[config.mk]
export PLATFORM = sky130hd
export DESIGN_NAME = iea_front
export DESIGN_NICKNAME = d
export VERILOG_FILES = /design/src/rtl/iea_pkg.sv /design/src/rtl/iea_front.sv
export SDC_FILE = /design/constraint.sdc
export NUM_CORES = 2
export LEC_CHECK = 0
export BUFFER_PORTS_ARGS = -buffer_cell sky130_fd_sc_hd__buf_4
export CAP_MARGIN = 40
export CORE_UTILIZATION = 50
export CTS_CLUSTER_DIAMETER = 50
export DETAILED_ROUTE_END_ITERATION = 12
export PLACE_DENSITY = 0.76
export SLEW_MARGIN = 20
export SYNTH_ARGS = -nofsm -noshare
export SYNTH_HDL_FRONTEND = slang
export SYNTH_SLANG_ARGS = --single-unit
[constraint.sdc]
create_clock -name i_clk -period 18.55 [get_ports i_clk]
set_input_delay 2.7825 -clock i_clk [delete_from_list [all_inputs] [get_ports i_clk]]
set_output_delay 2.7825 -clock i_clk [all_outputs]
set_load 0.05 [all_outputs]
[src/rtl/iea_pkg.sv]
// ----------------------------------------------------------------------------
// iea_pkg
// Shared types and constants of the integer execute stage.
// ----------------------------------------------------------------------------
`default_nettype none

package iea_pkg;

    localparam int WORD_BITS = 32;
    localparam int IMM_BITS  = 16;
    localparam int KIND_BITS = 4;

    // opcodes
    typedef enum logic [KIND_BITS-1:0] {
        OP_NONE = 4'd0,
        OP_ADD  = 4'd1,
        OP_SUB  = 4'd2,
        OP_MUL  = 4'd3,
        OP_DIV  = 4'd4,
        OP_XOR  = 4'd5,
        OP_AND  = 4'd6,
        OP_OR   = 4'd7,
        OP_ADDI = 4'd8,
        OP_SUBI = 4'd9,
        OP_LD   = 4'd10,
        OP_ST   = 4'd11,
        OP_BEQZ = 4'd12,
        OP_BNEZ = 4'd13
    } t_op;

    // state carried by one cell of the chain
    typedef struct packed {
        logic                 vld;
        logic                 is_div;
        logic                 neg;
        logic                 dz;
        logic                 cond;
        logic [WORD_BITS-1:0] res;
        logic [WORD_BITS-1:0] rem;
        logic [WORD_BITS-1:0] quo;
        logic [WORD_BITS-1:0] dvs;
    } t_cell;

endpackage

`default_nettype wire

[src/rtl/iea_front.sv]
// ----------------------------------------------------------------------------
// iea_front
// Decode stage: computes every non-divide result and loads the divide cells.
// ----------------------------------------------------------------------------
`default_nettype none

module iea_front (
    input  wire                                i_clk,
    input  wire                                i_rst_n,
    input  wire                                i_en,
    input  wire                                i_vld,
    input  wire  [iea_pkg::KIND_BITS-1:0]      i_kind,
    input  wire                                i_bubble,
    input  wire  [iea_pkg::WORD_BITS-1:0]      i_a,
    input  wire  [iea_pkg::WORD_BITS-1:0]      i_b,
    input  wire  [iea_pkg::IMM_BITS-1:0]       i_imm,
    input  wire  [iea_pkg::WORD_BITS-1:0]      i_pc,
    input  wire  [iea_pkg::WORD_BITS-1:0]      i_prior_res,
    input  wire                                i_prior_cond,
    output iea_pkg::t_cell                     o_cell
);

    localparam int W = iea_pkg::WORD_BITS;

    iea_pkg::t_cell r_cell;
    iea_pkg::t_cell n_cell;
    logic [W-1:0]   w_imm;
    logic [W-1:0]   w_prod;
    logic           w_na;
    logic           w_nb;

    // sign-extended immediate and the one multiplier
    assign w_imm  = {{(W-iea_pkg::IMM_BITS){i_imm[iea_pkg::IMM_BITS-1]}}, i_imm};
    assign w_prod = i_a * i_b;
    assign w_na   = i_a[W-1];
    assign w_nb   = i_b[W-1];

    // opcode decode and result select
    always_comb begin
        n_cell        = '0;
        n_cell.vld    = i_vld;
        n_cell.res    = i_prior_res;
        n_cell.cond   = i_prior_cond;
        n_cell.neg    = w_na ^ w_nb;
        n_cell.quo    = w_na ? (W'(0) - i_a) : i_a;
        n_cell.dvs    = w_nb ? (W'(0) - i_b) : i_b;
        if (!i_bubble) begin
            case (iea_pkg::t_op'(i_kind))
                iea_pkg::OP_ADD:  n_cell.res = i_a + i_b;
                iea_pkg::OP_SUB:  n_cell.res = i_a - i_b;
                iea_pkg::OP_MUL:  n_cell.res = w_prod;
                iea_pkg::OP_DIV: begin
                    if (i_b == '0) begin
                        n_cell.dz = 1'b1;
                    end else begin
                        n_cell.is_div = 1'b1;
                    end
                end
                iea_pkg::OP_XOR:  n_cell.res = i_a ^ i_b;
                iea_pkg::OP_AND:  n_cell.res = i_a & i_b;
                iea_pkg::OP_OR:   n_cell.res = i_a | i_b;
                iea_pkg::OP_ADDI,
                iea_pkg::OP_LD,
                iea_pkg::OP_ST:   n_cell.res = i_a + w_imm;
                iea_pkg::OP_SUBI: n_cell.res = i_a - w_imm;
                iea_pkg::OP_BEQZ: begin
                    n_cell.res  = i_pc + {w_imm[W-3:0], 2'b00};
                    n_cell.cond = (i_a == '0);
                end
                iea_pkg::OP_BNEZ: begin
                    n_cell.res  = i_pc + {w_imm[W-3:0], 2'b00};
                    n_cell.cond = (i_a != '0);
                end
                default: n_cell.res = i_prior_res;
            endcase
        end
    end

    // stage register
    always_ff @(posedge i_clk) begin
        if (!i_rst_n) begin
            r_cell.vld <= 1'b0;
        end else if (i_en) begin
            r_cell <= n_cell;
        end
    end

    assign o_cell = r_cell;

endmodule

`default_nettype wire

# Word-level counts from Yosys, hierarchy flattened
# Cells that the tools add are included.
dict set report totals {
  regBits 101
  latch_bits 0
  mem_bits_rw 0
  rom_bits 0
  input_bits 154
  out_inout_bits 133
  wordCells 50
  memories 0
}
dict set report op_classes {
  add_sub_neg 7
  n_mul 1
  div 0
  magnitude_cmp 0
  eq_ne 13
  shifts 0
  muxes 7
  n_bitwise 5
  n_reduce_logical 7
}
# operator count
set op_table {}
lappend op_table {{$pmux W32 S9} 1}
lappend op_table {{$add A32 B32 Y32} 3}
lappend op_table {{$logic_not A32 Y1} 2}
lappend op_table {{$sub A1 B32 Y32 const A} 2}
lappend op_table {{$sub A32 B32 Y32} 2}
lappend op_table {{$mux W31} 2}
lappend op_table {{$mux W33} 1}
lappend op_table {{$and A32 B32 Y32} 1}
lappend op_table {{$mul A32 B32 Y32} 1}
lappend op_table {{$or A32 B32 Y32} 1}
lappend op_table {{$reduce_bool A32 Y1} 1}
lappend op_table {{$xor A32 B32 Y32} 1}
lappend op_table {{$eq A4 B4 Y1 const B} 6}
lappend op_table {{$eq A4 B3 Y1 const B} 4}
lappend op_table {{$eq A4 B2 Y1 const B} 2}
lappend op_table {{$eq A4 B1 Y1 const B} 1}
lappend op_table {{$reduce_or A2 Y1} 2}
lappend op_table {{$reduce_or A3 Y1} 1}
lappend op_table {{$mux W1} 2}
lappend op_table {{$pmux W1 S2} 1}
lappend op_table {{$reduce_and A2 Y1} 1}
lappend op_table {{$not A1 Y1} 1}
lappend op_table {{$xor A1 B1 Y1} 1}

# Depth between registers and ports, before layout
dict set report depth {
  ltp_word 4
  ltp_mapped 29
  depth_no_buf 27
}

# Least setup slack after synthesis
# OpenSTA, ideal clock, no wires.
dict set report synth_timing {
  path_type {input to register}
  from {input port i_b[2] (netlist bit)}
  to {register r_cell, in the netlist o_cell[124], data pin}
  t_arrival_ns 9.620
  required_ns 18.289
  path_slack_ns 8.669
  path_stages 27
  cell_sequence {buf_1 inv_1 clkbuf_1 nor2_1 fa_1 inv_1 fa_1 fa_1 fa_1 inv_1 fa_1 inv_1 fa_1 inv_1 fa_1 fa_1 ha_1 a21o_1 a21o_1 a21o_1 and3_1 a211oi_1 o21ai_0 a21oi_1 xor2_1 o211ai_1 o32a_1}
}
# element line_no
set synth_lines {}
lappend synth_lines {{from (decl)} iea_front.sv:15} ;# input wire [iea_pkg::WORD_BITS-1:0] i_b,
lappend synth_lines {{to (signal assigned)} iea_front.sv:84} ;# r_cell <= n_cell;
lappend synth_lines {{to (decl)} iea_front.sv:25} ;# iea_pkg::t_cell r_cell;

==> flow_summary.ini <==
[logic_synthesis]
yosysMostFrequentCell = inv_1
yosys_register_bits = 101
synth_edf_count = 100
synth_area_leaders = fa_1, ha_1, edfxtp_1
syn_area_um2 = 25800
synth_warnings = 0
postSynthCellCount = 3004
yosys.cell_types.count = 73
syn_area_per_cell_um2 = 8.59
ys_seq_area_frac = 0.117
netlist.area_leader.share = 0.318
yosys.area.top_type = fa_1
synthTopCellsByCount = inv_1, fa_1, nor2_1, nand2_1, ha_1
async_flop_share = 0
synth_ff_type = edfxtp_1

[routing]
dr.pass1.iters = 6
drc = 0
vias = 23250
vias_per_cell = 6.08
routed_wl_mm = 96.5
routedWlPerCell_um = 25.3
first_iter_violations = 2528
drt.antenna.violating_nets = 0

[sta]
relSlewSlack = 0.356
setup_tns_ps = 0
hold_viol_final = 0
max_freq_mhz = 91.2
skew_ps = 0
finalMaxSlewViolations = 0
final-setup-viol-count = 0
worstMarginPinSlew_ps = 952
finalWorstPathRequiredPeriod_ps = 10960
final.period_utilization = 0.591
rsz0062_at_grt = no

[worst_setup_path]
crit_buf_inv = 6
crit_fanout = 19
cpPeakStageDelay_ps = 820
path_cells = buf_4, clkinv_1, nor2_1, fa_1, inv_1, fa_1, fa_1, fa_1, inv_1, fa_1, inv_1, fa_1, inv_1, fa_1, fa_1, ha_1, nand2_1, nor3_1, nor4b_1, o221ai_1, o21ai_0, xnor2_1, nor2_1, o32a_1
end_kind = flop
critPathTopFamily = adder cells
crit_path_frequent_cell = fa_1
crit_type = input pin to flop
cp.arrival_ps = 11120
rrSetupSlack_ps = 17940
cp-start-kind = input pin
cp_slowest_cell = nor4b_1
crit_required_ps = 18710

[global_route]
grt_max_degree = 65
antenna_found_initial = 1
grt_pass1_vias = 23548
grt_usage = 0.373
grt-ovfl-total = 0
grt_pass1_wl_mm = 145

[place]
io_buffers = 254
place_inst = 3800
gp_congestion = 1.01
postPlaceCellArea_um2 = 28100
detailed_place_hpwl_mm = 74.1

[floorplanning]
fp.dieH_um = 229
die_x_um = 229
core_um2 = 50600
initial_utilization = 0.510
io_pins = 287
rows = 82
dieArea_um2 = 52500

[final_layout]
largest_reg_flops = 101
layout-drive-gt1-share = 0.101
final_cells = 3821
fin_nets = 3958
areaGrowthSynthToFinish_pct = 10.3
final_cell_area_um2 = 28500
fill_cells = 4558

[cts]
cts_root_buffer = clkbuf_16
h-tree-depth = 3
cts_tree = done
clk_pin_slew_ps = 80
clk_path_buf_depth = 2
cts_setup_buffers = 0
cts_sinks = 101
cts.repair.resized = 0
numCtsBuffers = 9
cts_hold_buf = 0
worstSkewPairLatency_ps = 390

[hold_path]
min_path_type = flop to flop

[run_status]
outcome = finished clean

[run]
cap_violations = 0
[tightest hold or removal path: stages (launching register included)]
cell and delay [ps]:
dfxtp_1 340, mux2i_1 80, nor2b_1 100
[cell families (layout without fill, tap and decap cells)]
kind of cell,after synthesis,in the layout,synth area share
AND/OR/NAND/NOR,924,924,0.151
adder cells (fa/ha/maj),661,661,0.440
buffers and inverters,655,768,0.100
AO/OA/AOI/OAI,446,446,0.118
XOR/XNOR,209,209,0.0712
flip-flops,101,101,0.117
multiplexers,7,7,0.00271
other,1,33,0.000145
[layout make-up]
class	count	area (um2)	area share
clock buffers	9	225	0.00791
flip-flops and latches	101	3020	0.106
multi-input cells	2279	20300	0.714
diodes	1	2.50	0.0000879
well taps	672	841	0.0295
clock inverters	7	65.1	0.00228
inverters	471	1770	0.0621
repair buffers	281	2220	0.0779
[metal layers]
metal | track usage | up-vias | wire (um) | part of all wire
li1 | - | 9896 | - | -
met1 | 0.495 | 11335 | 36400 | 0.38
met2 | 0.559 | 1661 | 41700 | 0.43
met3 | 0.0771 | 358 | 11600 | 0.12
met4 | 0.232 | 0 | 6790 | 0.070
met5 | 0 | - | 0 | 0
[final timing paths]
path	from	end	cells after the start
worst min register to register	o_cell[132]	o_cell[132]	2
worst max register to register	o_cell[132]	o_cell[132]	2
worst min-delay path	o_cell[132]	o_cell[132]	2
worst max-delay path	i_b[4]	o_cell[127]	24
[metrics by stage]
step | worst slack [ps] | hold WS, ps | util
2_1_floorplan | 8670 | 743 | -
6_report | 7590 | 549 | 0.563
3_3_place_gp | 7550 | 513 | 0.553
3_5_place_dp | 7430 | 522 | 0.556
5_1_grt | 7330 | 583 | 0.563
4_1_cts | 7860 | 545 | 0.562
[cells in the final DEF, fill, tap and decap left out, types with 12 or more instances in the layout]
cell type and n:
nand2b_1 14, nand3_1 24, o21a_1 19, edfxtp_1 100, a211oi_1 17, xnor2_1 158
and3_1 14, o21ai_0 85, xor2_1 50, nor2_1 407, clkinv_1 20, a31oi_1 12
fa_1 410, nor3_1 28, o211ai_1 19, nand2_1 345, inv_1 450, a221oi_1 48
conb_1 32, ha_1 251, a21o_1 36, buf_4 269, o31ai_1 15, or3_1 20
a21oi_1 93, a22oi_1 14
Power is not shown: default switching activity piles up to over one toggle a cycle in this logic, so the estimate is an artifact.
