File: config.mk
export PLATFORM = sky130hd
export DESIGN_NAME = iea_div_cell
export DESIGN_NICKNAME = d
export VERILOG_FILES = /design/src/rtl/iea_pkg.sv /design/src/rtl/iea_div_cell.sv
export SDC_FILE = /design/constraint.sdc
export NUM_CORES = 1
export LEC_CHECK = 0
export ABC_AREA = 1
export BUFFER_PORTS_ARGS = -buffer_cell sky130_fd_sc_hd__buf_2
export CORE_MARGIN = 5
export CORE_UTILIZATION = 45
export DETAILED_ROUTE_END_ITERATION = 8
export GPL_ROUTABILITY_DRIVEN = 1
export GPL_TIMING_DRIVEN = 1
export PLACE_DENSITY_LB_ADDON = 0.08
export REMOVE_ABC_BUFFERS = 1
export SYNTH_ARGS = -nofsm -noshare
export SYNTH_HDL_FRONTEND = slang
export SYNTH_SLANG_ARGS = --single-unit
File: constraint.sdc
create_clock -name i_clk -period 2.97 [get_ports i_clk]
set_input_delay 0.1485 -clock i_clk [delete_from_list [all_inputs] [get_ports i_clk]]
set_output_delay 0.1485 -clock i_clk [all_outputs]
set_load 0.02 [all_outputs]
File: src/rtl/iea_pkg.sv
// ----------------------------------------------------------------------------
// iea_pkg
// Shared types and constants of the integer execute stage.
// ----------------------------------------------------------------------------
`default_nettype none

package iea_pkg;

    localparam int WORD_BITS = 32;
    localparam int IMM_BITS  = 16;
    localparam int KIND_BITS = 4;

    // opcodes
    typedef enum logic [KIND_BITS-1:0] {
        OP_NONE = 4'd0,
        OP_ADD  = 4'd1,
        OP_SUB  = 4'd2,
        OP_MUL  = 4'd3,
        OP_DIV  = 4'd4,
        OP_XOR  = 4'd5,
        OP_AND  = 4'd6,
        OP_OR   = 4'd7,
        OP_ADDI = 4'd8,
        OP_SUBI = 4'd9,
        OP_LD   = 4'd10,
        OP_ST   = 4'd11,
        OP_BEQZ = 4'd12,
        OP_BNEZ = 4'd13
    } t_op;

    // state carried by one cell of the chain
    typedef struct packed {
        logic                 vld;
        logic                 is_div;
        logic                 neg;
        logic                 dz;
        logic                 cond;
        logic [WORD_BITS-1:0] res;
        logic [WORD_BITS-1:0] rem;
        logic [WORD_BITS-1:0] quo;
        logic [WORD_BITS-1:0] dvs;
    } t_cell;

endpackage

`default_nettype wire

File: src/rtl/iea_div_cell.sv
// ----------------------------------------------------------------------------
// iea_div_cell
// One cell of the divide chain: retires one quotient bit per cell.
// ----------------------------------------------------------------------------
`default_nettype none

module iea_div_cell (
    input  wire                i_clk,
    input  wire                i_rst_n,
    input  wire                i_en,
    input  iea_pkg::t_cell     i_cell,
    output iea_pkg::t_cell     o_cell
);

    localparam int W = iea_pkg::WORD_BITS;

    iea_pkg::t_cell r_cell;
    iea_pkg::t_cell n_cell;
    logic [W:0]     w_sh;
    logic [W:0]     w_diff;
    logic           w_ge;

    // restoring step on the shifted partial remainder
    assign w_sh   = {i_cell.rem, i_cell.quo[W-1]};
    assign w_diff = w_sh - {1'b0, i_cell.dvs};
    assign w_ge   = !w_diff[W];

    always_comb begin
        n_cell     = i_cell;
        n_cell.rem = w_ge ? w_diff[W-1:0] : w_sh[W-1:0];
        n_cell.quo = {i_cell.quo[W-2:0], w_ge};
    end

    // cell register
    always_ff @(posedge i_clk) begin
        if (!i_rst_n) begin
            r_cell.vld <= 1'b0;
        end else if (i_en) begin
            r_cell <= n_cell;
        end
    end

    assign o_cell = r_cell;

endmodule

`default_nettype wire

Word level (Yosys, flattened, before mapping)

Cells that the tools add are included.

Input port bits: 136
Bits in registers: 133
Word-level logic and storage cells: 13
Output and inout port bits: 133

Reduce and logical (&&, ||, !) cells: 2
Mux-type cells: 1
Add/subtract/negate cells: 1

Operators by type and width:

| operator                     | number |
|---|---|
| subtractor 33 x 32 -> 33 bit | 1 |
| two-way mux 32 bit           | 1 |
| AND reduction 2 bit          | 1 |
| logical NOT 1 bit            | 1 |

Depth between registers and ports, before layout

Gate-level depths: netlist of run 1.

Word-level depth: 2
Mapped depth: 17
Depth with buffers taken out: 16

Worst setup path after synthesis of run 1

OpenSTA, ideal clock, no wires.

Path kind: input-to-reg
Start point: in i_rst_n
End point: reg r_cell (netlist bit o_cell[0]), enable pin
Stages: 2
Library setup time: 485 ps
Buffers on the path: 0
Arrival: 2,727 ps
Data required time: 2,485 ps
Slack: -242 ps
Cell sequence: nand2_1 -> inv_1

Cells in the longest elaborated chain, start to end: 1

Ends and longest elaborated chain:

| what                                 | RTL line           | text |
|---|---|---|
| from (decl)                          | iea_div_cell.sv:9  | `input wire i_rst_n,` |
| AND reduction 2 bit (no source line) | n/a                |  |
| to (signal assigned)                 | iea_div_cell.sv:39 | `r_cell <= n_cell;` |
| to (decl)                            | iea_div_cell.sv:17 | `iea_pkg::t_cell r_cell;` |

No other way between the ends.
A chain may end at the register's enable or synchronous reset.

==> results of run 1 <==
area by class of cell:
type                            instances  area (sq um)  share of cell area, %
Sequential cell                       133          3980                   38.1
Multi-Input combinational cell        520          2520                   24.1
Timing Repair Buffer                  383          2480                   23.8
Inverter                              159           602                   5.75
Clock buffer                           17           425                   4.07
Tap cell                              216           270                   2.58
Clock inverter                         14           175                   1.67
layer usage:
metal	track usage [%]	part of all wire [%]	routed length, um
met5	0	0.048	11
met4	7.67	2.5	560
met3	6.48	7.4	1670
met2	43.5	50	11400
met1	29.1	40	9070
per-stage QoR:
| stage | setup WS, ns | hold slack, ns | area, sq um |
|---|---|---|---|
| global placement | 0.660 | 0.325 | 8740 |
| CTS | 0.444 | 0.00123 | 10500 |
| detailed placement | 0.545 | 0.327 | 8740 |
| global route | 0.197 | 0.0225 | 10500 |
| floorplan | -0.242 | 0.242 | 7100 |
| finish | 0.473 | 0.0192 | 10500 |
worst max path at each step:
stage / endpoint / startpoint / depth (start not counted) / slack (ns)
2_1_floorplan: o_cell[0] / i_rst_n / 2 / -0.24
3_3_place_gp: o_cell[78] / i_cell[0] / 15 / 0.66
3_5_place_dp: o_cell[68] / i_cell[63] / 16 / 0.55
4_1_cts: o_cell[68] / i_cell[0] / 16 / 0.44
5_1_grt: o_cell[78] / i_cell[63] / 17 / 0.20
6_report: o_cell[80] / i_cell[63] / 17 / 0.47
worst max-delay path: cells and delay by family:
family,cells,cell delay [ns]
AND/OR/NAND/NOR,11,1.11
buffers and inverters,4,0.79
adder cells (fa/ha/maj),2,0.60
cells in the final DEF (no fill, tap or decap), types with 2 or more instances in the layout:
master and instances:
a21oi_1 25, a21oi_2 2, and2_1 4, buf_2 268
buf_4 3, bufinv_16 3, clkbuf_16 17, clkinv_4 3
clkinvlp_4 2, dlygate4sd3_1 112, edfxtp_1 132, ha_1 32
inv_1 157, inv_6 5, nand2_1 334, nand2_2 8
nand2_4 2, nand3_1 31, nand3b_1 2, nand4_1 8
nor2_1 39, nor3_1 6, o21bai_1 7, xor2_1 14
power groups by stage:
stage	clock network [W]	logic [W]	registers [W]
after floorplan	0	0.000525	0.00251
after global placement	0	0.00111	0.00231
after detailed placement	0	0.00112	0.00231
after global routing	0.00229	0.00138	0.00228
after CTS	0.00221	0.00125	0.00227
final	0.00217	0.00124	0.00227
timing repair:
item | 4_1_cts | 5_1_grt
endpoints found under the setup margin | 0 | 0
buffers inserted | 0 | 0
hold buffers | 112 | 0
endpoints found under the hold margin | 111 | 0
cell families (layout without fill, tap and decap cells):
kind of cell	Yosys count	after routing
simple gates	437	437
compound gates	35	35
fa+ha+maj	33	33
xor+xnor	15	15
buf+inv	165	573
flops	133	133
==> impl_results.md, run 1 <==
- Crit. End Element: register
- Number of global-route vias before repair: roughly 6600
- Hold Crit Start: i_cell[91]
- Wirelength, routed: roughly 23000 um
- Number of synthesized register bits: ~130
- Dominant combinational cell family by area after synthesis: simple AND/OR/NAND/NOR gates
- Fin nets: between 1000 and 1500
- Core Util, Final: roughly 66%
- Drt drc: 0
- H-tree depth: 4
- Xor/xnor share of the synthesized area: approximately 1.8%
- Synth Cell Area: 7170 sq um
- Async set or reset register ratio after synthesis: 0%
- Slew @ Worst Pin: 0.605 ns
- Min Tclk post-route: about 2.5 ns
- Post-synth EDFFs: about 130
- Critical Path Start Type: input pin
- Slew margin rel.: between 50 and 60%
- Simple-gate share of the synthesized area: between 20% and 30%
- Number of placed cells counting well taps: around 1300
- Main synth FF type: edfxtp_1
- # IOs: between 200 and 300
- Synth Area in Compound Gates: 2.79%
- Endpoints failing hold: 0
- Comb pwr share: between 20% and 30%
- Hold crit path type: input pin to register
- Synth top cells by count: nand2_1 (334), inv_1 (158), edfxtp_1 (132)
- Static leakage: about 5.4 nW
- Post-DR vias/cell: between 4 and 5
- Initial Utilization: 45.4%
- First DRT Iteration DRCs: roughly 380
- Share of cells above drive strength 1: roughly a quarter
- Largest net degree at the start of global routing: 67
- Final Power: about 0.0057 W
- Critical path, cell by cell: dlygate4sd3_1 -> buf_2 -> inv_1 -> ha_1 -> fa_1 -> inv_1 -> nand2_1 -> nand2_1 -> nand3_1 -> nand2_2 -> nand2_1 -> nand2_2 -> nand2_2 -> nand3_1 -> nand2_4 -> nand2_1 -> nand2_1
- Top cell type by total area after synthesis: edfxtp_1
- Final ANT Viol Nets: 0
- Overall via count from detail_route: 6640
- CP max stage delay: ~0.53 ns
- Synth Area in Adders: 5.87%
- WHS Path Cells: 3
- Max-Cap Viols: 0
- DIE AREA: between 15000 and 20000 sq um
- FF-to-FF End: o_cell[132]
- Final std cells w/o fill: 1442
- Psw: 0.00166 W
- Switching fraction of total power: 29.1%
- # fillers: 1387
- Hold path endpoint: o_cell[92]
- Worst path arrival time: roughly 2.7 ns
- Placeable core area: between 15000 and 20000 sq um
- Mean post-synth cell area: between 8 and 9 sq um
- Initial antenna violation count: 1
- Setup TNS: 0 ns
- Rows: 46
- RSZ-0062 raised after global routing: false
- Clk slew on worst S/H paths: about 0.060 ns
- CTS Sinks: approximately 130
- Port bufs: between 200 and 300
- Crit share post-route: between 80% and 90%
- Die X: 136 um
- Reg-to-reg setup timing slack: about 1.7 ns
- Final Skew: 0 ns
- Max VDD drop: 0.386 mV
- CP max stage cell: dlygate4sd3_1
- DRT Pass-1 Iters: 5
- CTS root buf: clkbuf_16
- Synth-to-layout area growth: 45.9%
- Hpwl dp: between 15000 and 20000 um
- Critical-path maximum fanout: 33
- Netlist cell types: 25
- Num CTS Buffers: 17
- Synth Instances: a little over 800
- GRT Residual Overflow: 0
- GP Congestion: 0.921
- Final setup viols: 0
- Synth warnings: 0
- DIE HEIGHT: 136 um
- FF-to-FF Start: o_cell[132]
- Most common cell in the netlist: nand2_1
- Sequential share of power: about two fifths
- Reg2Reg Depth: 3
- CP most frequent cell: nand2_1
- Clock Latency Late Sink: ~0.41 ns
- Fmax: about 0.40 GHz
- Pwr/cell area: 544 nW/um^2
- Clock share of power: between 30% and 40%
- Area share of the largest cell type after synthesis: between 50 and 60%
- Clock Path Buffers: 2
- First-pass GRT wire length: between 30000 and 40000 um
- Area contributors post-synth: edfxtp_1 (55%), nand2_1 (17%), inv_1 (8.3%)
- GRT Util Overall: 24.6%
- Seq/Total Area, Yosys: between 50% and 60%
- Worst setup path class: input pin to register
- Max reg flops: 133
- Pint: just over 0.004 W
- Average wire per standard cell: between 15 and 20 um
- CTS resizes: 0
- Antenna cells: 0
- Slew Viols, Final: 0
- Required @ worst endpoint: ~3.1 ns
- Mux contribution to synthesized area: 0%
- CTS tree: done
- Result of the run: complete, no violations
Note: power is estimated with default switching activity, not from simulation.
==> inputs of run 2 (changes only) <==
--- a/config.mk
+++ b/config.mk
@@ -5,10 +5,10 @@
 export SDC_FILE = /design/constraint.sdc
 export NUM_CORES = 1
 export LEC_CHECK = 0
-export ABC_AREA = 1
+export ABC_AREA = 0
 export BUFFER_PORTS_ARGS = -buffer_cell sky130_fd_sc_hd__buf_2
 export CORE_MARGIN = 5
-export CORE_UTILIZATION = 45
+export CORE_UTILIZATION = 44
 export DETAILED_ROUTE_END_ITERATION = 8
 export GPL_ROUTABILITY_DRIVEN = 1
 export GPL_TIMING_DRIVEN = 1
==> constraint.sdc (replaced) <==
create_clock -name i_clk -period 2.1 [get_ports i_clk]
set_input_delay 0.105 -clock i_clk [delete_from_list [all_inputs] [get_ports i_clk]]
set_output_delay 0.105 -clock i_clk [all_outputs]
set_load 0.02 [all_outputs]
==> run 2 against run 1 <==
The flow now finishes with violations (negative setup slack). Synthesized area fell by 9.4%. Routed wire length down 6.7%. Design area increased by 5.7%. Clock power up 35%. Combinational power is 79% higher. Sequential power grew 42%. Worst hold slack worse by 0.0036 ns. Clock skew is the same. Power is 47% higher. Synthesized cell count fell by 41%. Register-to-register slack lost 0.77 ns.
==> impl_results.md, run 2 <==
- Result of the run: finished, violations left
- Failing checks: negative setup slack
- Initial Utilization: 44.8%
- Number of global-route vias before repair: between 6000 and 7000
- Rows: 44
- RSZ-0062 raised after global routing: true
- Required @ worst endpoint: between 2 and 2.5 ns
- Slew Viols, Final: 0
- Synth Cell Area: between 6000 and 7000 sq um
- CP max stage cell: o31a_2
- Endpoints failing hold: 0
- First-pass GRT wire length: 33000 um
- Initial antenna violation count: 4
- Area share of the largest cell type after synthesis: 61.0%
- GRT Util Overall: between 20% and 30%
- Crit. End Element: register
- Most common cell in the netlist: edfxtp_1
- DIE AREA: 17300 sq um
- Pint: a little over 0.006 W
- Synth Instances: 480
- Final ANT Viol Nets: 0
- Overall via count from detail_route: ~6000
- Pre-CTS WS: -0.822 ns
- Slew margin rel.: 63.3%
- Clock Path Buffers: 2
- Max reg flops: about 130
- Critical path, cell by cell: buf_6 -> inv_4 -> ha_4 -> fa_2 -> nand2b_4 -> a21oi_4 -> o211ai_1 -> a21oi_2 -> o31a_2 -> mux2i_2 -> nor2_4 -> buf_6 -> buf_12 -> mux2_4
- CP max stage delay: ~0.38 ns
- Final Power: ~0.0084 W
- Core Util, Final: around three quarters
- Largest net degree at the start of global routing: 93
- Post-synth EDFFs: 132
- Clk slew on worst S/H paths: 0.06 ns
- Seq/Total Area, Yosys: roughly 61%
- Placeable core area: between 10000 and 15000 sq um
- Async set or reset register ratio after synthesis: 0%
- Psw: 0.00230 W
- Share of cells above drive strength 1: ~49%
- Die X: about 130 um
- DRT Pass-1 Iters: 4
- GRT Residual Overflow: 0
- Reg-to-reg setup timing slack: between 0.9 and 1 ns
- Crit share post-route: 110%
- Setup ws final: -0.208 ns
- Number of synthesized register bits: around 130
- Clock Latency Late Sink: around 0.42 ns
- Max VDD drop: 0.460 mV
- Wirelength, routed: around 21000 um
- Hold crit path type: input pin to register
- # fillers: 931
- Mean post-synth cell area: 13.5 sq um
- CTS Sinks: ~130
- Main synth FF type: edfxtp_1
- Max-Cap Viols: 0
- Netlist cell types: 50
- Final setup viols: 31
- Average wire per standard cell: about 18 um
- Clock share of power: about a third
- Final Skew: 0 ns
- CP most frequent cell: buf_6
- H-tree depth: 4
- Sequential share of power: 38.6%
- Synth warnings: 0
- Worst setup path class: input pin to register
- Top cell type by total area after synthesis: edfxtp_1
- CTS tree: done
- Fmax: 0.433 GHz
- Post-DR vias/cell: 4.93
- Area contributors post-synth: edfxtp_1 (61%), ha_1 (6.2%), mux2_4 (5.8%)
- # IOs: between 200 and 300
- CTS root buf: clkbuf_16
- Fin nets: 1169
- Worst path arrival time: 2.48 ns
- Most frequent cells in the layout: buf_2 (264), edfxtp_1 (132), buf_4 (123), dlygate4sd3_1 (110), inv_1 (36)
- Hpwl dp: roughly 15000 um
- Comb pwr share: a little over a quarter
- Min Tclk post-route: between 2 and 2.5 ns
- Critical-path maximum fanout: 5
- Critical Path Start Type: input pin
- Port bufs: 268
- Static leakage: roughly 5 nW
- Drt drc: 0
- Synth-to-layout area growth: 70.3%
- First DRT Iteration DRCs: between 400 and 500
- Slew @ Worst Pin: about 0.55 ns
- Switching fraction of total power: ~27%
- Commonest non-fill, non-tap cell in the layout: buf_2
- Pwr/cell area: around 760 nW/um^2
- Synth top cells by count: edfxtp_1 (132), a21oi_1 (38), inv_1 (38)
- Num CTS Buffers: 17
- GP Congestion: 0.848
- DIE HEIGHT: ~130 um
run 2: changes by cell type in the layout (fill, tap and decap cells not counted), moves of 9 or more:
cell	change
mux2_4	+27
ha_1	-10
xnor2_1	+11
nand3_1	-21
a21o_1	+18
nand2_1	-308
o21ai_0	+12
buf_4	+120
inv_1	-121
nor2_1	-23
ha_4	+9
run 2: logic make-up after synthesis:
family / synth area share, %
compound gates: 10.5
mux: 7.23
buf+inv: 3.24
xor+xnor: 3.10
fa+ha+maj: 6.47
flops: 61.3
simple gates: 8.07
run 2: timing repair:
action	in CTS	in global routing
pin swaps	22	10
buffers inserted	17	3
hold endpoints to repair	109	0
gates cloned	3	0
hold buffers	110	0
gates resized for setup	42	16
setup endpoints to repair	33	33
run 2: path summary, 6_finish.rpt:
check,depth (start not counted),endpoint,from
setup / recovery,14,o_cell[85],i_cell[63]
setup reg to reg,3,o_cell[132],o_cell[132]
hold / removal,2,o_cell[90],i_cell[89]
hold reg to reg,3,o_cell[132],o_cell[132]
run 2: critical path: cells and delay by family:
kind | cells | cell delay (ns)
AND/OR/NAND/NOR | 2 | 0.31
multiplexers | 2 | 0.47
adder cells (fa/ha/maj) | 2 | 0.33
AO/OA/AOI/OAI | 4 | 0.81
buffers and inverters | 4 | 0.44
run 2: area by class of cell:
| class | count | area, sq um | share of cell area (%) |
|---|---|---|---|
| antenna | 2 | 5.00 | 0.0452 |
| clock buffer | 17 | 425 | 3.85 |
| clock inverter | 15 | 154 | 1.39 |
| inverter | 38 | 148 | 1.33 |
| multi-input combinational | 298 | 2520 | 22.8 |
| sequential | 133 | 3980 | 36.0 |
| tap | 184 | 230 | 2.08 |
| timing repair buffer | 512 | 3600 | 32.5 |
run 2: metrics by stage:
step	TNS (ns)	std cells	hold WS, ns	cell area, sq um
detailed placement	-26.04	1035	0.284	8900
floorplan	-248.15	469	0.204	6430
CTS	-4.72	1194	0.000627	11000
global placement	-24.86	1035	0.283	8900
global route	-7.98	1199	0.00768	11100
finish	-5.18	1199	0.0155	11100
run 2: layer usage:
layer / vias to the layer above / wire (um) / share of wire, % / GRT usage, %
li1: 2850 / - / - / -
met1: 2764 / 8150 / 39 / 27.1
met2: 234 / 10900 / 52 / 42.2
met3: 54 / 1350 / 6.4 / 7.03
met4: 4 / 727 / 3.4 / 10.4
met5: - / 22 / 0.10 / 0
run 2: power by group through the flow:
stage | Combinational [W] | Sequential [W] | Clock [W]
3_3_place_gp | 0.00181 | 0.00328 | 0
5_1_grt | 0.00238 | 0.00325 | 0.00308
4_1_cts | 0.00218 | 0.00323 | 0.00297
3_5_place_dp | 0.00184 | 0.00328 | 0
2_1_floorplan | 0.000777 | 0.00356 | 0
6_report | 0.00222 | 0.00323 | 0.00292
==> inputs of run 3 (changes only) <==
--- a/config.mk
+++ b/config.mk
@@ -7,13 +7,16 @@
 export LEC_CHECK = 0
 export ABC_AREA = 0
 export BUFFER_PORTS_ARGS = -buffer_cell sky130_fd_sc_hd__buf_2
+export CELL_PAD_IN_SITES_DETAIL_PLACEMENT = 2
+export CELL_PAD_IN_SITES_GLOBAL_PLACEMENT = 2
 export CORE_MARGIN = 5
-export CORE_UTILIZATION = 44
+export CORE_UTILIZATION = 28
 export DETAILED_ROUTE_END_ITERATION = 8
 export GPL_ROUTABILITY_DRIVEN = 1
 export GPL_TIMING_DRIVEN = 1
 export PLACE_DENSITY_LB_ADDON = 0.08
 export REMOVE_ABC_BUFFERS = 1
+export SKIP_LAST_GASP = 1
 export SYNTH_ARGS = -nofsm -noshare
 export SYNTH_HDL_FRONTEND = slang
 export SYNTH_SLANG_ARGS = --single-unit
==> run 3 against run 2 <==
The run still ends with negative setup slack left. Non-clock buffer count up 11. First-iteration DRC count down 53%. Global-route usage down 3.0 points. Worst setup slack worse by 0.13 ns. Design area up 2.0%. Sequential power about the same. Utilization down 27 points. Power up 1.9%. Flip-flop and latch count unchanged. Register-to-register slack worse by 0.06 ns. Clock power about the same.
==> impl_results.md, run 3 (synthesis gave the netlist of run 2 again) <==
- Largest net degree at the start of global routing: 43
- Rows: between 50 and 60
- Clock Path Buffers: 2
- Average wire per standard cell: approximately 22 um
- Storage element area: around 4000 sq um
- Most frequent cells in the layout: buf_2 (264), edfxtp_1 (132), buf_4 (129), dlygate4sd3_1 (114), inv_1 (36)
- Psw: roughly 0.0026 W
- FF-to-FF Start: o_cell[132]
- Pint: around 0.0059 W
- Final std cells w/o fill: roughly 1300
- Pwr/cell area: about 760 nW/um^2
- Pre-CTS WS: -1.05 ns
- Worst path arrival time: about 2.6 ns
- Crit. End Element: register
- CTS root buf: clkbuf_16
- Critical-path maximum fanout: 7
- CTS Sinks: between 100 and 150
- Die X: 162 um
- Switching fraction of total power: 30.8%
- Share of cells above drive strength 1: between 40% and 50%
- Setup ws final: -0.335 ns
- GRT Util Overall: roughly a fifth
- Number of placed cells counting well taps: ~1100
- Overall via count from detail_route: about 6100
- First-pass GRT wire length: roughly 42000 um
- Max VDD drop: roughly 0.49 mV
- Max reg flops: between 100 and 150
- Reg-to-reg setup timing slack: 0.85 ns
- Num CTS Buffers: 17
- Reg2Reg Depth: 3
- Synth-to-layout area growth: 73.7%
- Wirelength, routed: 28400 um
- Crit share post-route: 116%
- Slew margin rel.: 65.8%
- First DRT Iteration DRCs: ~190
- Worst setup path class: input pin to register
- Placeable core area: 22700 sq um
- Fin nets: between 1000 and 1500
- RSZ-0062 raised after global routing: true
- Initial antenna violation count: 1
- # IOs: 269
- Final Power: approximately 0.0085 W
- GRT Residual Overflow: 0
- Port bufs: approximately 270
- DIE AREA: between 20000 and 30000 sq um
- Drt drc: 0
- Initial Utilization: between 20 and 30%
- Fmax: a little over 0.4 GHz
- Slew @ Worst Pin: 0.512 ns
- Hpwl dp: roughly 19000 um
- # fillers: roughly 2300
- Commonest non-fill, non-tap cell in the layout: buf_2
- DRT Pass-1 Iters: 6
- Clk slew on worst S/H paths: 0.06 ns
- Sequential share of power: 38.0%
- Endpoints failing hold: 0
- Clock Latency Late Sink: approximately 0.42 ns
- Final Skew: 0 ns
- Max-Cap Viols: 0
- Number of global-route vias before repair: slightly below 7000
- Post-DR vias/cell: approximately 4.6
- WHS Path Cells: 2
- Min Tclk post-route: roughly 2.4 ns
- Static leakage: 5.11 nW
- H-tree depth: 4
- DIE HEIGHT: 162 um
- GP Congestion: 0.817
- Comb pwr share: between 20% and 30%
- CTS tree: done
- FF-to-FF End: o_cell[132]
- Multi-input logic area: 2530 sq um
- Setup TNS: -9.45 ns
- Hold crit path type: input pin to register
- Clock share of power: about a third
- Failing checks: negative setup slack
- Slew Viols, Final: 0
- Required @ worst endpoint: approximately 2.3 ns
- Critical Path Start Type: input pin
- Hold Slack: about 0.015 ns
- Final ANT Viol Nets: 0
- Result of the run: finished, violations left
- Hold path endpoint: o_cell[68]
- Final setup viols: 33
- Hold Crit Start: i_cell[67]
## run 3: cell types whose count changed in the layout (fill, tap and decap cells not counted), sizes merged
| cell | delta |
|---|---|
| inv | +6 |
| dlygate4sd3 | +4 |
| bufinv | -2 |
| clkinv | -4 |
| diode | -1 |
| buf | +7 |
## run 3: final cells by class
class                      instances  share of cell area, %
clock inverter                    15                   1.20
timing repair buffer             523                   32.8
antenna                            1                 0.0222
multi-input combinational        298                   22.4
sequential                       133                   35.3
inverter                          38                   1.31
tap                              285                   3.16
clock buffer                      17                   3.77
## run 3: routing by layer
layer,wire length (um),track usage [%]
met5,7,0
met4,257,4.65
met3,1560,4.97
met2,15200,39.5
met1,11400,24.1
## run 3: repair_timing
| item | CTS | global route |
|---|---|---|
| pin swaps | 12 | 11 |
| gates cloned | 2 | 0 |
| resized for setup | 26 | 30 |
| hold buffers | 113 | 1 |
| endpoints found under the hold margin | 112 | 1 |
| buffers inserted | 11 | 6 |
| endpoints found under the setup margin | 33 | 33 |
## run 3: how the worst max path moves through the flow
stage | from | endpoint | slack (ns) | depth (start not counted)
6_report | i_cell[66] | o_cell[73] | -0.34 | 12
5_1_grt | i_cell[4] | o_cell[73] | -0.40 | 13
4_1_cts | i_cell[63] | o_cell[73] | -0.33 | 14
3_5_place_dp | i_cell[63] | o_cell[72] | -1.05 | 13
3_3_place_gp | i_cell[63] | o_cell[67] | -0.97 | 13
2_1_floorplan | i_en | o_cell[0] | -1.53 | 1
## run 3: critical path, stage by stage
cell and delay [ns]:
buf_6 0.10, ha_4 0.23, o211ai_1 0.30, a21oi_4 0.05, o211ai_1 0.31, a21oi_2 0.12
o31a_2 0.39, mux2i_4 0.21, nor2_4 0.16, buf_12 0.16, buf_12 0.15, mux2_4 0.31
## run 3: power by group through the flow
stage / Combinational (W) / Clock (W) / Sequential, W
floorplan: 0.000777 / 0 / 0.00356
global placement: 0.00189 / 0 / 0.00328
detailed placement: 0.00195 / 0 / 0.00329
CTS: 0.00228 / 0.00300 / 0.00324
global route: 0.00250 / 0.00315 / 0.00326
finish: 0.00235 / 0.00295 / 0.00324
## run 3: through the flow
step                      instance area, sq um  utilization [%]
final                                    11300             49.7
after global routing                     11300             49.6
after CTS                                11100             48.8
after detailed placement                  9130             40.2
after global placement                    9130             40.2
after floorplan                           6430                -
